[config.mk]
export PLATFORM = sky130hd
export DESIGN_NAME = warmup_confirm_debouncer
export DESIGN_NICKNAME = d
export VERILOG_FILES = /design/src/sv/wcd_pkg.sv /design/src/sv/warmup_confirm_debouncer.sv
export SDC_FILE = /design/constraint.sdc
export NUM_CORES = 1
export LEC_CHECK = 0
export CAP_MARGIN = 30
export CORE_MARGIN = 4
export CORE_UTILIZATION = 40
export DETAILED_ROUTE_END_ITERATION = 8
export DONT_BUFFER_PORTS = 1
export PLACE_DENSITY_LB_ADDON = 0.1
export REMOVE_ABC_BUFFERS = 1
export SYNTH_ARGS = -nofsm -noshare
export SYNTH_HDL_FRONTEND = slang
export SYNTH_SLANG_ARGS = --single-unit
[constraint.sdc]
create_clock -name clk -period 10.1 [get_ports clk]
set_input_delay 2.02 -clock clk [delete_from_list [all_inputs] [get_ports clk]]
set_output_delay 2.02 -clock clk [all_outputs]
set_load 0.005 [all_outputs]
[src/sv/wcd_pkg.sv]
// ----------------------------------------------------------------------------
// wcd_pkg
// Shared types and constants for the warm-up and confirm-count debouncer.
// ----------------------------------------------------------------------------
package wcd_pkg;

  // Width of the equal-sample counter and of the confirm count register.
  localparam int COUNT_BITS = 16;
  localparam int MS_BITS    = 32;
  localparam int SEQ_BITS   = 32;
  localparam int CFG_IDX_BITS  = 2;
  localparam int CFG_DATA_BITS = 32;

  // Configuration register indexes.
  localparam logic [CFG_IDX_BITS-1:0] CFG_ACTIVE_LEVEL  = 2'd0;
  localparam logic [CFG_IDX_BITS-1:0] CFG_CONFIRM_COUNT = 2'd1;
  localparam logic [CFG_IDX_BITS-1:0] CFG_WARMUP_WINDOW = 2'd2;

  // Register reset values.
  localparam logic                  RST_ACTIVE_LEVEL  = 1'b1;
  localparam logic [COUNT_BITS-1:0] RST_CONFIRM_COUNT = COUNT_BITS'(3);
  localparam logic [MS_BITS-1:0]    RST_WARMUP_WINDOW = MS_BITS'(60000);

  // Qualified state of the alarm line.
  typedef enum logic [1:0] {
    MODE_WARMUP = 2'd0,
    MODE_NORMAL = 2'd1,
    MODE_ALARM  = 2'd2
  } mode_t;

endpackage

[src/sv/warmup_confirm_debouncer.sv]
// ----------------------------------------------------------------------------
// warmup_confirm_debouncer
// Qualifies a sampled alarm line with a warm-up window and a confirm count.
// ----------------------------------------------------------------------------
// Usage:
// Each input transaction carries one sample of the alarm line (in_sensor_level)
// and the milliseconds elapsed since start (in_ms_since_start). Every input
// transaction produces exactly one output transaction carrying the qualified
// state, the alarm flag, the equal-sample count, a valid flag, a sequence
// number that starts at 1 and the sampled level.
// The block is a two-stage pipeline: an input register, then one pass of
// short logic that updates the debounce state and loads the output register.
// The result is presented once the output register loads it, and one
// sample per cycle is sustained while the receiver does not stall.
// When the receiver holds out_stall, the output register holds its
// transaction; one more sample is still taken into the input register, and
// only then does in_stall rise.
// Reset (rst_n low, synchronous) empties both stages, clears the sequence
// counter and the count, returns to the warming-up state and restores the
// configuration registers to their defaults. The configuration port is always
// ready and must only be written while no sample is in flight.
// ----------------------------------------------------------------------------
module warmup_confirm_debouncer
  import wcd_pkg::*;
(
  input  logic                     clk,
  input  logic                     rst_n,
  // Sample channel.
  input  logic                     in_valid,
  output logic                     in_stall,
  input  logic                     in_sensor_level,
  input  logic [MS_BITS-1:0]       in_ms_since_start,
  // Result channel.
  output logic                     out_valid,
  input  logic                     out_stall,
  output logic [1:0]               out_qualified_state,
  output logic                     out_alarm_flag,
  output logic [COUNT_BITS-1:0]    out_stable_count_out,
  output logic                     out_result_valid,
  output logic [SEQ_BITS-1:0]      out_sequence_number,
  output logic                     out_level_echo,
  // Configuration write channel.
  input  logic                     cfg_valid,
  output logic                     cfg_ready,
  input  logic [CFG_IDX_BITS-1:0]  cfg_index,
  input  logic [CFG_DATA_BITS-1:0] cfg_data
);

  // Configuration registers.
  logic                  active_level_r;
  logic [COUNT_BITS-1:0] confirm_count_r;
  logic [MS_BITS-1:0]    warmup_window_r;

  // Input stage.
  logic               s1_valid_r;
  logic               s1_level_r;
  logic [MS_BITS-1:0] s1_ms_r;

  // Debounce state. These registers also serve as the output register, so
  // they only change when a new result is loaded.
  mode_t                 mode_r, mode_nxt;
  logic                  last_alarm_r, last_alarm_nxt;
  logic [COUNT_BITS-1:0] count_r, count_nxt;
  logic [SEQ_BITS-1:0]   seq_r;
  logic                  level_echo_r;
  logic                  out_valid_r;

  logic in_fire;
  logic advance;
  logic load_out;
  logic alarm;
  logic warming;

  // The output register can take a new result when it is empty or its
  // current result is leaving this cycle.
  assign advance  = !out_valid_r || !out_stall;
  assign load_out = s1_valid_r && advance;
  assign in_stall = s1_valid_r && !advance;
  assign in_fire  = in_valid && !in_stall;
  assign cfg_ready = 1'b1;

  always_ff @(posedge clk) begin
    if (!rst_n) begin
      active_level_r  <= RST_ACTIVE_LEVEL;
      confirm_count_r <= RST_CONFIRM_COUNT;
      warmup_window_r <= RST_WARMUP_WINDOW;
    end else if (cfg_valid && cfg_ready) begin
      unique case (cfg_index)
        CFG_ACTIVE_LEVEL:  active_level_r  <= cfg_data[0];
        CFG_CONFIRM_COUNT: confirm_count_r <= cfg_data[COUNT_BITS-1:0];
        CFG_WARMUP_WINDOW: warmup_window_r <= cfg_data[MS_BITS-1:0];
        default: ;  // Writes beyond the register list are dropped.
      endcase
    end
  end

  // Input register.
  always_ff @(posedge clk) begin
    if (!rst_n) begin
      s1_valid_r <= 1'b0;
    end else if (in_fire) begin
      s1_valid_r <= 1'b1;
    end else if (load_out) begin
      s1_valid_r <= 1'b0;
    end
  end

  always_ff @(posedge clk) begin
    if (in_fire) begin
      s1_level_r <= in_sensor_level;
      s1_ms_r    <= in_ms_since_start;
    end
  end

  assign alarm   = (s1_level_r == active_level_r);
  assign warming = (warmup_window_r != '0) && (s1_ms_r < warmup_window_r);

  // Next-state logic for the debounce state.
  always_comb begin
    mode_nxt       = mode_r;
    last_alarm_nxt = last_alarm_r;
    count_nxt      = count_r;
    if (warming) begin
      // Inside the window: hold warm-up with a cleared count, keep the flag.
      mode_nxt  = MODE_WARMUP;
      count_nxt = '0;
    end else begin
      if (mode_r == MODE_WARMUP) begin
        // First sample after warm-up adopts the level at once.
        mode_nxt       = alarm ? MODE_ALARM : MODE_NORMAL;
        last_alarm_nxt = alarm;
        count_nxt      = confirm_count_r;
      end else if (alarm == last_alarm_r) begin
        if (count_r < confirm_count_r) begin
          count_nxt = count_r + COUNT_BITS'(1);
        end
      end else begin
        last_alarm_nxt = alarm;
        count_nxt      = COUNT_BITS'(1);
      end
      if (count_nxt >= confirm_count_r) begin
        mode_nxt = alarm ? MODE_ALARM : MODE_NORMAL;
      end
    end
  end

  // State and output register.
  always_ff @(posedge clk) begin
    if (!rst_n) begin
      mode_r       <= MODE_WARMUP;
      last_alarm_r <= 1'b0;
      count_r      <= '0;
      seq_r        <= '0;
      out_valid_r  <= 1'b0;
    end else begin
      if (load_out) begin
        mode_r       <= mode_nxt;
        last_alarm_r <= last_alarm_nxt;
        count_r      <= count_nxt;
        seq_r        <= seq_r + SEQ_BITS'(1);
        out_valid_r  <= 1'b1;
      end else if (advance) begin
        out_valid_r  <= 1'b0;
      end
    end
  end

  always_ff @(posedge clk) begin
    if (load_out) begin
      level_echo_r <= s1_level_r;
    end
  end

  // Output decode from the registered state.
  always_comb begin
    out_valid            = out_valid_r;
    out_qualified_state  = mode_r;
    out_alarm_flag       = (mode_r == MODE_ALARM);
    out_result_valid     = (mode_r != MODE_WARMUP);
    out_stable_count_out = count_r;
    out_sequence_number  = seq_r;
    out_level_echo       = level_echo_r;
  end

endmodule

Yosys cells after proc, flatten, opt, wreduce, memory -nomap -nowiden

Cells that the tools add are included.

Register bits: 136
Output and inout bits: 56
Logic and storage cells: 60

$add $sub $neg: 2
$lt $le $gt $ge: 3
Eq/ne operators: 6
Multiplexer cells: 15
Bitwise logic cells: 1
Reduce and logical (&&, ||, !) cells: 21

Operators with widths:

| operator                                            | count |
|---|---|
| 2-to-1 mux 16 bit                                   | 5 |
| adder 32 x 1 -> 32 bit, second input constant       | 1 |
| < comparator 32 bit                                 | 1 |
| nonzero test 32 bit                                 | 1 |
| adder 16 x 1 -> 16 bit, second input constant       | 1 |
| greater-or-equal comparator 16 bit                  | 1 |
| < comparator 16 bit                                 | 1 |
| 2-to-1 mux 2 bit                                    | 4 |
| AND reduction 2 bit                                 | 4 |
| 2-to-1 mux 1 bit                                    | 6 |
| nonzero test 2 bit                                  | 3 |
| equality test 2 bit, second input constant          | 2 |
| logical AND 1 bit                                   | 4 |
| zero test 1 bit                                     | 4 |
| zero test 2 bit                                     | 2 |
| AND reduction 3 bit                                 | 1 |
| nonzero test 3 bit                                  | 1 |
| equality test 1 bit                                 | 2 |
| equality test 2 x 1 -> 1 bit, second input constant | 1 |
| != test 2 bit, second input constant                | 1 |
| logical OR 1 bit                                    | 1 |
| inverter 1 bit                                      | 1 |

Logic depth before layout (Yosys ltp)

Gate-level depths: netlist of the first run.

Depth after elaboration: 8
Mapped depth: 18
Depth with buffers taken out: 17

Worst setup path before layout of the first run

No wires, ideal clock.

Path type: input to output
Start: input out_stall
End: output in_stall
Arrival: 2.208 ns
Required time: 8.080 ns
Setup slack: 5.872 ns
Stages: 1
Path through: and3_1

Longest elaborated chain between the ends: 4

Ends and longest elaborated chain:

| item              | RTL line                       | RTL |
|---|---|---|
| start, declared   | warmup_confirm_debouncer.sv:35 | `input logic out_stall,` |
| zero test 1 bit   | warmup_confirm_debouncer.sv:76 | `assign advance = !out_valid_r \|\| !out_stall;` |
| logical OR 1 bit  | warmup_confirm_debouncer.sv:76 |  |
| zero test 1 bit   | warmup_confirm_debouncer.sv:78 | `assign in_stall = s1_valid_r && !advance;` |
| logical AND 1 bit | warmup_confirm_debouncer.sv:78 |  |
| end, declared     | warmup_confirm_debouncer.sv:30 | `output logic in_stall,` |

Every way passes these cells.

Worst setup path in the final report of the first run

Start: register count_r[9] (netlist: out_stable_count_out[9])
End: register mode_r[1] (netlist: out_qualified_state[1])

Longest elaborated chain between the ends: 8
Elaborated cells between the ends (all ways): 11

Ends and longest elaborated chain:

| item                                                              | RTL line                                                         | RTL |
|---|---|---|
| start, declared                                                   | warmup_confirm_debouncer.sv:63                                   | `logic [COUNT_BITS-1:0] count_r, count_nxt;` |
| start signal, assigned                                            | warmup_confirm_debouncer.sv:159                                  | `count_r <= count_nxt;` |
| adder 16 x 1 -> 16 bit or < comparator 16 bit (tied branches)     | warmup_confirm_debouncer.sv:135, warmup_confirm_debouncer.sv:134 |  |
| 2-to-1 mux 16 bit *                                               | warmup_confirm_debouncer.sv:134                                  | `if (count_r < confirm_count_r) begin` |
| 2-to-1 mux 16 bit *                                               | warmup_confirm_debouncer.sv:133                                  | `end else if (alarm == last_alarm_r) begin` |
| 2-to-1 mux 16 bit *                                               | warmup_confirm_debouncer.sv:128                                  | `if (mode_r == MODE_WARMUP) begin` |
| 2-to-1 mux 16 bit *                                               | warmup_confirm_debouncer.sv:123                                  | `if (warming) begin` |
| greater-or-equal comparator 16 bit *                              | warmup_confirm_debouncer.sv:141                                  | `if (count_nxt >= confirm_count_r) begin` |
| nonzero test 3 bit (no line) or 2-to-1 mux 2 bit (tied branches)  | --                                                               |  |
| AND reduction 2 bit (no line) or 2-to-1 mux 2 bit (tied branches) | --                                                               |  |
| end signal, assigned                                              | warmup_confirm_debouncer.sv:157                                  | `mode_r <= mode_nxt;` |
| end, declared                                                     | warmup_confirm_debouncer.sv:61                                   | `mode_t mode_r, mode_nxt;` |

Mark *: on every way between the ends. The rest lies on a longest branch, timed or not. The select of a mux whose other input is x is not followed.
A chain may end at the register's enable or synchronous reset.

==> results of run 1 <==
==> power groups by stage <==
stage	combinational (mW)	clock, mW	sequential (mW)
global placement	0.102	0	0.601
global route	0.118	0.653	0.591
CTS	0.105	0.630	0.590
floorplan	0.0755	0	0.597
detailed placement	0.105	0	0.601
finish	0.104	0.615	0.590
==> worst register-to-register path: cells and delay by family, from the launching register on <==
| family | cells | cell delay, ns |
|---|---|---|
| AO/OA/AOI/OAI | 12 | 2.97 |
| XOR/XNOR | 1 | 0.18 |
| adder cells (fa/ha/maj) | 2 | 0.62 |
| flip-flops | 1 | 0.46 |
| AND/OR/NAND/NOR | 1 | 0.16 |
==> worst min-delay path by stage <==
| stage | from | depth (start not counted) | endpoint |
|---|---|---|---|
| floorplan | confirm_count_r[2]$_SDFFE_PN0P_ | 2 | confirm_count_r[2]$_SDFFE_PN0P_ |
| global placement | warmup_window_r[0]$_SDFFE_PN0P_ | 2 | warmup_window_r[0]$_SDFFE_PN0P_ |
| detailed placement | confirm_count_r[2]$_SDFFE_PN0P_ | 2 | confirm_count_r[2]$_SDFFE_PN0P_ |
| CTS | confirm_count_r[2]$_SDFFE_PN0P_ | 2 | confirm_count_r[2]$_SDFFE_PN0P_ |
| global route | confirm_count_r[11]$_SDFFE_PN0P_ | 2 | confirm_count_r[11]$_SDFFE_PN0P_ |
| finish | confirm_count_r[2]$_SDFFE_PN0P_ | 2 | confirm_count_r[2]$_SDFFE_PN0P_ |
==> flip-flops by register name, indices dropped and copies added (netlist names), 2 cells and up <==
name,count
out_qualified_state,2
out_sequence_number,32
confirm_count_r,16
warmup_window_r,32
s1_ms_r,32
out_stable_count_out,16
==> layer usage <==
| metal | part of all wire [%] | global-route usage [%] | routed length (um) |
|---|---|---|---|
| met1 | 45 | 23.39 | 8330 |
| met2 | 47 | 30.92 | 8756 |
| met3 | 6.3 | 5.936 | 1165 |
| met4 | 1.3 | 4.844 | 248 |
| met5 | 0.18 | 0 | 34 |
==> cell usage after synthesis (all sizes together), types with 2 or more instances <==
master / n
nand3: 25
a21oi: 65
o2111ai: 3
nor3b: 2
a211oi: 2
and2: 9
o22ai: 16
xnor2: 23
edfxtp: 34
a22oi: 4
o2111a: 2
nand2: 144
a221o: 2
a32oi: 7
a32o: 3
a31oi: 8
and3: 16
o32ai: 2
nor2: 48
nand4: 16
a2111oi: 4
nor4: 9
and4: 5
and3b: 2
o21ai: 16
nor3: 5
xor2: 25
o21a: 3
mux2i: 3
ha: 64
o211ai: 11
buf: 5
inv: 57
dfxtp: 102
nor2b: 2
or2: 2
a21o: 4
a41oi: 2
nand3b: 2
nand2b: 4
clkbuf: 25
o311ai: 2
==> layout make-up <==
cell class	instances	share of cell area, %
multi-input combinational	570	46.69
sequential	136	38.81
clock buffer	25	6.690
tap	225	3.567
inverter	57	2.711
clock inverter	6	0.7768
timing repair buffer	5	0.7292
antenna	1	0.03171
==> logic make-up (layout without fill, tap and decap cells) <==
group	after synthesis	count (layout)	share of synthesized area, %
AND/OR/NAND/NOR	292	292	19.22
XOR/XNOR	48	48	5.942
buffers and inverters	87	93	4.739
AO/OA/AOI/OAI	162	162	15.01
other	1	2	0.05300
multiplexers	3	3	0.4244
adder cells (fa/ha/maj)	64	64	11.32
flip-flops	136	136	43.29
==> through the flow <==
step | util, % | instance area, um^2
floorplan | - | 6954
global placement | 42.05 | 7273
detailed placement | 42.21 | 7301
CTS | 45.62 | 7890
global route | 45.62 | 7890
finish | 45.63 | 7893
==> summary.md, run 1 <==
| Metric | Value |
|---|---|
| Final Hold Fails | `0` |
| FF+latch area | `about 0.0031 mm^2` |
| Cell row count | `48` |
| Vias in the first global route | `5,570` |
| TritonCTS clock tree | `built` |
| Number of DRC violations after detailed routing | `0` |
| Leading cell type in the layout, fill and taps excluded | `sky130_fd_sc_hd__nand2_1` |
| Clock period minus final worst setup slack | `between 4 and 5 ns` |
| Initial antenna violation count | `4` |
| End of the critical path | `out_qualified_state[1]$_SDFFE_PN0P_` |
| Leakage power | `roughly 2.9 nW` |
| X dimension of the die | `141 um` |
| # fillers | `roughly 1,700` |
| Insertion delay of the later-clocked pin in the worst-skew pair | `0.41 ns` |
| Worst clock skew | `0.01228 ns` |
| Number of placed cells counting well taps | `approximately 990` |
| # resized after CTS | `0` |
| Worst reg-to-reg path cell count | `16` |
| Final global-route overflow total | `0` |
| Max-slew violation count | `0` |
| Total GRT Usage | `between 10% and 20%` |
| Worst Hold Slack | `0.4654 ns` |
| Number of buffers and inverters on the critical path | `0` |
| Switching part of the total | `between 20% and 30%` |
| Number of DRC violations after detailed-routing iteration 0 | `313` |
| Number of instances in the synthesized netlist | `793` |
| Maximum fanout encountered on the critical timing path | `12` |
| Routed wire length per instance | `18.08 um` |
| Fraction of power consumed by sequential logic | `45.1%` |
| Sum of net half-perimeters after detailed placement | `~14 mm` |
| Drt pass-1 iters | `5` |
| Minimum setup slack among reg-to-reg paths | `about 5.6 ns` |
| Place WS | `5.699 ns` |
| Number of nets in the finished design | `923` |
| Post-route fraction of the period consumed by the critical path | `44.30%` |
| Number of buffers inserted for hold repair after clock tree synthesis | `0` |
| Slew headroom | `roughly 32%` |
| Layout cell share with drive strength beyond 1 | `5.882%` |
| RSZ-0062 raised after global routing | `false` |
| Via count | `5,621` |
| Synthesized area per cell | `8.922 um^2` |
| Part of the total power dissipated in the clock network | `47.0%` |
| Maximum vdd ir drop | `0.1250 mV` |
| Data arrival time at the worst-slack endpoint | `4.79 ns` |
| TritonCTS sink count | `136` |
| Register bit count reported by yosys | `136` |
| Count of warnings emitted by yosys | `0` |
| Max incr delay on CP | `approximately 0.60 ns` |
| DIE AREA | `0.01988 mm^2` |
| Cell breakdown of the critical path | `ha_1 -> a21oi_1 -> o21ai_0 -> a21oi_1 -> o2111a_1 -> nand2_1 -> xnor2_1 -> o22ai_1 -> ha_1 -> a2111oi_0 -> o21ai_0 -> a221o_1 -> a41oi_1 -> o21a_1 -> a21oi_1 -> o32ai_1` |
| Worst-Margin Slew | `roughly 1.0 ns` |
| Total setup violations reported at the end of the flow | `0` |
| Kind of capture point of the worst setup path | `flip-flop` |
| H-tree depth | `4` |
| Endpoint of the most critical register-to-register path | `out_qualified_state[1]$_SDFFE_PN0P_` |
| Part of the Yosys area used for sequential elements | `around 43%` |
| Core Footprint | `0.01730 mm^2` |
| Final standard cell count with taps included and fillers excluded | `1,025` |
| Num CTS Buffers | `17` |
| Weighted congestion reported at the end of routability-driven placement | `0.9375` |
| Cell family contributing the most delay on the critical path | `compound AO/OA/AOI/OAI gates` |
| Clock transition at the register clock pins on the worst setup and hold paths after CTS | `0.06 ns` |
| Detailed-route wire length | `18.54 mm` |
| Max frequency | `223.5 MHz` |
| Effective utilization at floorplan | `40.91%` |
| Final worst setup slack | `5.626 ns` |
| Io pins | `128` |
| Maximum number of pins on one net before global-route repair | `41` |
| Overall Power | `roughly 1.3 mW` |
| Area of the mapped netlist | `0.007076 mm^2` |
| Cell at the root of the clock tree | `sky130_fd_sc_hd__clkbuf_16` |
| Multi-input combinational cell area | `between 0.003 and 0.004 mm^2` |
| Largest cells by area after synthesis | `sky130_fd_sc_hd__dfxtp_1 (29%), sky130_fd_sc_hd__edfxtp_1 (14%), sky130_fd_sc_hd__ha_1 (11%)` |
| I/O Buffers | `0` |
| Required @ worst endpoint | `10.41 ns` |
| Primary FF master, synth | `sky130_fd_sc_hd__dfxtp_1` |
| P_int | `1.002 mW` |
| Post-DRT Antenna Nets | `0` |
| Number of synthesized flops with an enable pin | `34` |
| Setup_tns | `0 ns` |
| Ratio of routed vias to standard cells | `5.484` |
| Global-route wire length before repair | `29.39 mm` |
| Worst Setup Start Kind | `flip-flop` |
| Combinational Power Share | `7.9%` |
| Clock tree buffer depth | `2` |
| Async SR Flop Fraction | `0%` |
| Total stage count of the critical path | `16` |
| Worst hold-check path type | `flip-flop to flip-flop` |
| CP startpoint | `out_stable_count_out[9]$_SDFFE_PN0P_` |
| Power density over the cells | `165.8 mW/mm^2` |
| Setup CP Type | `flip-flop to flip-flop` |
| Post-synthesis to final-layout area growth | `11.55%` |
| Commonest non-fill, non-tap cells in the layout | `sky130_fd_sc_hd__nand2_1 (143), sky130_fd_sc_hd__dfxtp_1 (102), sky130_fd_sc_hd__a21oi_1 (65)` |
| Number of unique standard cell types used by synthesis | `59` |
| Cell type with the highest aggregate area in the netlist | `sky130_fd_sc_hd__dfxtp_1` |
| Cell repeated most along the worst path | `sky130_fd_sc_hd__a21oi_1` |
| P_sw | `0.3066 mW` |
| RR Startpoint | `out_stable_count_out[9]$_SDFFE_PN0P_` |
| Die Height | `141 um` |
| Max Cap Violations | `0` |
| Run status | `finished, final reports clean` |
| Post-CTS Setup Repair Bufs | `0` |
| Fraction of synthesized cell area taken by the top area cell type | `28.86%` |
| Worst-path cell with the longest stage delay | `sky130_fd_sc_hd__o2111a_1` |
Power figures use the tool's default switching activity.
==> run 2, diff against run 1 <==
==> constraint.sdc (replaced) <==
create_clock -name clk -period 4.5 [get_ports clk]
set_input_delay 0.9 -clock clk [delete_from_list [all_inputs] [get_ports clk]]
set_output_delay 0.9 -clock clk [all_outputs]
set_load 0.005 [all_outputs]
==> run 2 against run 1 <==
  * Flip-flop and latch count did not move
  * Clock skew fell by 0.0025 ns
  * Total power rose by 120%
  * Worst hold slack improved by 0.0036 ns
  * Final area rose by 0.78%
  * Core utilization rose by 0.35 points
  * Clock-buffer cell count fell by 3
  * Die area did not move
  * Sequential power rose by 120%
  * Final cell count rose by 0.78%
  * Fmax rose by 7.3%
  * Non-clock buffer count rose by 9
  * Critical endpoint unchanged
==> summary.md, run 2 (same netlist as run 1, synthesis figures left out) <==
| Metric | Value |
|---|---|
| X dimension of the die | `141 um (unchanged)` |
| Maximum number of pins on one net before global-route repair | `70 (+71%)` |
| Effective utilization at floorplan | `40.91% (unchanged)` |
| I/O Buffers | `0 (unchanged)` |
| Run status | `finished, final reports clean` |
| Cell family contributing the most delay on the critical path | `compound AO/OA/AOI/OAI gates` |
| Data arrival time at the worst-slack endpoint | `4.49 ns (-0.30 ns)` |
| Clock transition at the register clock pins on the worst setup and hold paths after CTS | `0.06 ns (about the same)` |
| Cell breakdown of the critical path | `ha_1 -> a2111oi_1 -> o31a_2 -> o2111a_1 -> nand2_1 -> xnor2_1 -> o22ai_1 -> ha_1 -> a2111oi_0 -> o21ai_0 -> a221o_1 -> a41oi_1 -> o21a_1 -> a21oi_1 -> o32ai_1` |
| Ratio of routed vias to standard cells | `5.397 (-1.6%)` |
| Number of antenna repair diodes | `0 (-1)` |
| Num CTS Buffers | `17 (unchanged)` |
| Number of DRC violations after detailed routing | `0 (unchanged)` |
| Worst-path cell with the longest stage delay | `sky130_fd_sc_hd__a2111oi_1` |
| Max-slew violation count | `0 (unchanged)` |
| Worst Setup Start Kind | `flip-flop` |
| Commonest non-fill, non-tap cells in the layout | `sky130_fd_sc_hd__nand2_1 (143), sky130_fd_sc_hd__dfxtp_1 (102), sky130_fd_sc_hd__a21oi_1 (65)` |
| Total GRT Usage | `19.27% (+0.69 points)` |
| DIE AREA | `0.01988 mm^2 (unchanged)` |
| Clock period minus final worst setup slack | `4.169 ns (-0.3052 ns)` |
| Max Cap Violations | `0 (unchanged)` |
| Part of the total power dissipated in the clock network | `46.7% (-0.3 points)` |
| Final global-route overflow total | `0 (unchanged)` |
| Power density over the cells | `368.2 mW/mm^2 (+120%)` |
| Max frequency | `239.9 MHz (+7.3%)` |
| Fraction of power consumed by sequential logic | `45.2% (about the same)` |
| Core Footprint | `0.01730 mm^2 (unchanged)` |
| Combinational Power Share | `8.2% (+0.3 points)` |
| Cell repeated most along the worst path | `sky130_fd_sc_hd__ha_1` |
| Weighted congestion reported at the end of routability-driven placement | `0.9390 (+0.16%)` |
| Final Hold Fails | `0 (unchanged)` |
| Number of DRC violations after detailed-routing iteration 0 | `285 (-8.9%)` |
| Slew headroom | `36.48% (+4.3 points)` |
| Total setup violations reported at the end of the flow | `0 (unchanged)` |
| Switching part of the total | `24.20% (+0.76 points)` |
| # fillers | `1,714 (-0.87%)` |
| Post-CTS Setup Repair Bufs | `0 (unchanged)` |
| Clock tree buffer depth | `2 (unchanged)` |
| P_int | `2.220 mW (+120%)` |
| Number of buffers and inverters on the critical path | `0 (unchanged)` |
| Post-synthesis to final-layout area growth | `12.41%` |
| Leading cell type in the layout, fill and taps excluded | `sky130_fd_sc_hd__nand2_1` |
| RSZ-0062 raised after global routing | `false` |
| Multi-input combinational cell area | `0.003686 mm^2 (about the same)` |
| Maximum fanout encountered on the critical timing path | `6 (-6)` |
| Worst hold-check path type | `flip-flop to flip-flop` |
| Max incr delay on CP | `0.51 ns (-0.09 ns)` |
| Cell row count | `48 (unchanged)` |
| Via count | `5,575 (-0.82%)` |
| Post-DRT Antenna Nets | `0 (unchanged)` |
| Sum of net half-perimeters after detailed placement | `14.02 mm (+3.6%)` |
| P_sw | `0.7088 mW (+130%)` |
| Initial antenna violation count | `3 (-1)` |
| Cell at the root of the clock tree | `sky130_fd_sc_hd__clkbuf_16` |
| Final standard cell count with taps included and fillers excluded | `1,033 (+0.78%)` |
| Setup_tns | `0 ns (unchanged)` |
| Number of nets in the finished design | `932 (+0.98%)` |
| Maximum vdd ir drop | `0.2739 mV (+120%)` |
| FF+latch area | `0.003063 mm^2 (unchanged)` |
| Setup CP Type | `flip-flop to flip-flop` |
| Number of placed cells counting well taps | `1,002 (+0.91%)` |
| Routed wire length per instance | `18.22 um (+0.76%)` |
| Global-route wire length before repair | `30.17 mm (+2.7%)` |
| Worst-Margin Slew | `0.9528 ns (-0.06509 ns)` |
| Insertion delay of the later-clocked pin in the worst-skew pair | `0.42 ns (about the same)` |
| Drt pass-1 iters | `4 (-1)` |
| H-tree depth | `4 (unchanged)` |
| Layout cell share with drive strength beyond 1 | `7.178% (+1.3 points)` |
| Worst clock skew | `0.009827 ns (-0.002457 ns)` |
| Post-route fraction of the period consumed by the critical path | `92.65% (+48 points)` |
| TritonCTS sink count | `136 (unchanged)` |
| Leakage power | `2.965 nW (+1.1%)` |
| Die Height | `141 um (unchanged)` |
| Vias in the first global route | `5,623 (+0.95%)` |
| TritonCTS clock tree | `built` |
| Detailed-route wire length | `18.82 mm (+1.5%)` |
| Kind of capture point of the worst setup path | `flip-flop` |
| Io pins | `128 (unchanged)` |
| Required @ worst endpoint | `4.83 ns (-5.58 ns)` |
-- run 2: cell types whose count changed in the layout (fill, tap and decap cells not counted), sizes merged --
cell,before,now
clkbuf,25,22
clkinv,4,2
inv,57,59
clkinvlp,1,4
buf,5,14
diode,1,0
-- run 2: worst paths after layout --
check	to	cells past startpoint	start	slack [ns]
setup / recovery	out_qualified_state[1]$_SDFFE_PN0P_	15	out_stable_count_out[1]$_SDFFE_PN0P_	0.33
hold / removal	confirm_count_r[3]$_SDFFE_PN0P_	2	confirm_count_r[3]$_SDFFE_PN0P_	0.47
setup reg to reg	out_qualified_state[1]$_SDFFE_PN0P_	15	out_stable_count_out[1]$_SDFFE_PN0P_	0.33
hold reg to reg	confirm_count_r[3]$_SDFFE_PN0P_	2	confirm_count_r[3]$_SDFFE_PN0P_	0.47
-- run 2: per-layer routing --
layer,wire length (um),vias up,GRT usage [%]
met2,8951,146,31.93
met1,8136,2585,23.84
met3,1324,29,6.174
li1,-,2809,-
met5,29,-,0
met4,381,6,6.272
-- run 2: power by group through the flow --
stage | registers, mW | logic [mW] | clock network (mW)
floorplan | 1.34 | 0.169 | 0
global placement | 1.35 | 0.236 | 0
global route | 1.33 | 0.273 | 1.46
detailed placement | 1.35 | 0.241 | 0
CTS | 1.32 | 0.242 | 1.40
finish | 1.32 | 0.240 | 1.37
-- run 2: stage by stage --
| step | utilization, % | instance area (um^2) | setup WS [ns] | power [mW] | hold WS [ns] |
|---|---|---|---|---|---|
| detailed placement | 42.60 | 7368 | 0.2174 | 1.589 | 0.4569 |
| finish | 45.99 | 7954 | 0.3308 | 2.929 | 0.4690 |
| floorplan | - | 6954 | 0.9186 | 1.510 | 0.4363 |
| global placement | 42.44 | 7341 | 0.3240 | 1.584 | 0.4483 |
| CTS | 45.98 | 7953 | 0.1808 | 2.964 | 0.4652 |
| global route | 45.99 | 7954 | 0.07564 | 3.061 | 0.4822 |
-- run 2: final cells by class --
cell class	instances	area share, %
clock inverter	9	1.117
timing repair buffer	14	1.573
tap	225	3.539
inverter	57	2.690
multi-input combinational	570	46.34
clock buffer	22	6.229
sequential	136	38.51
-- run 2: what timing repair did --
action / in CTS / in global routing
setup endpoints to repair: 0 / 2
hold buffers: 0 / 0
resized for setup: 0 / 1
-- run 2: tightest hold or removal path: stages (launching register included) --
cell	delay (ns)
sky130_fd_sc_hd__dfxtp_1	0.31
sky130_fd_sc_hd__nand2_1	0.05
sky130_fd_sc_hd__a21oi_1	0.06
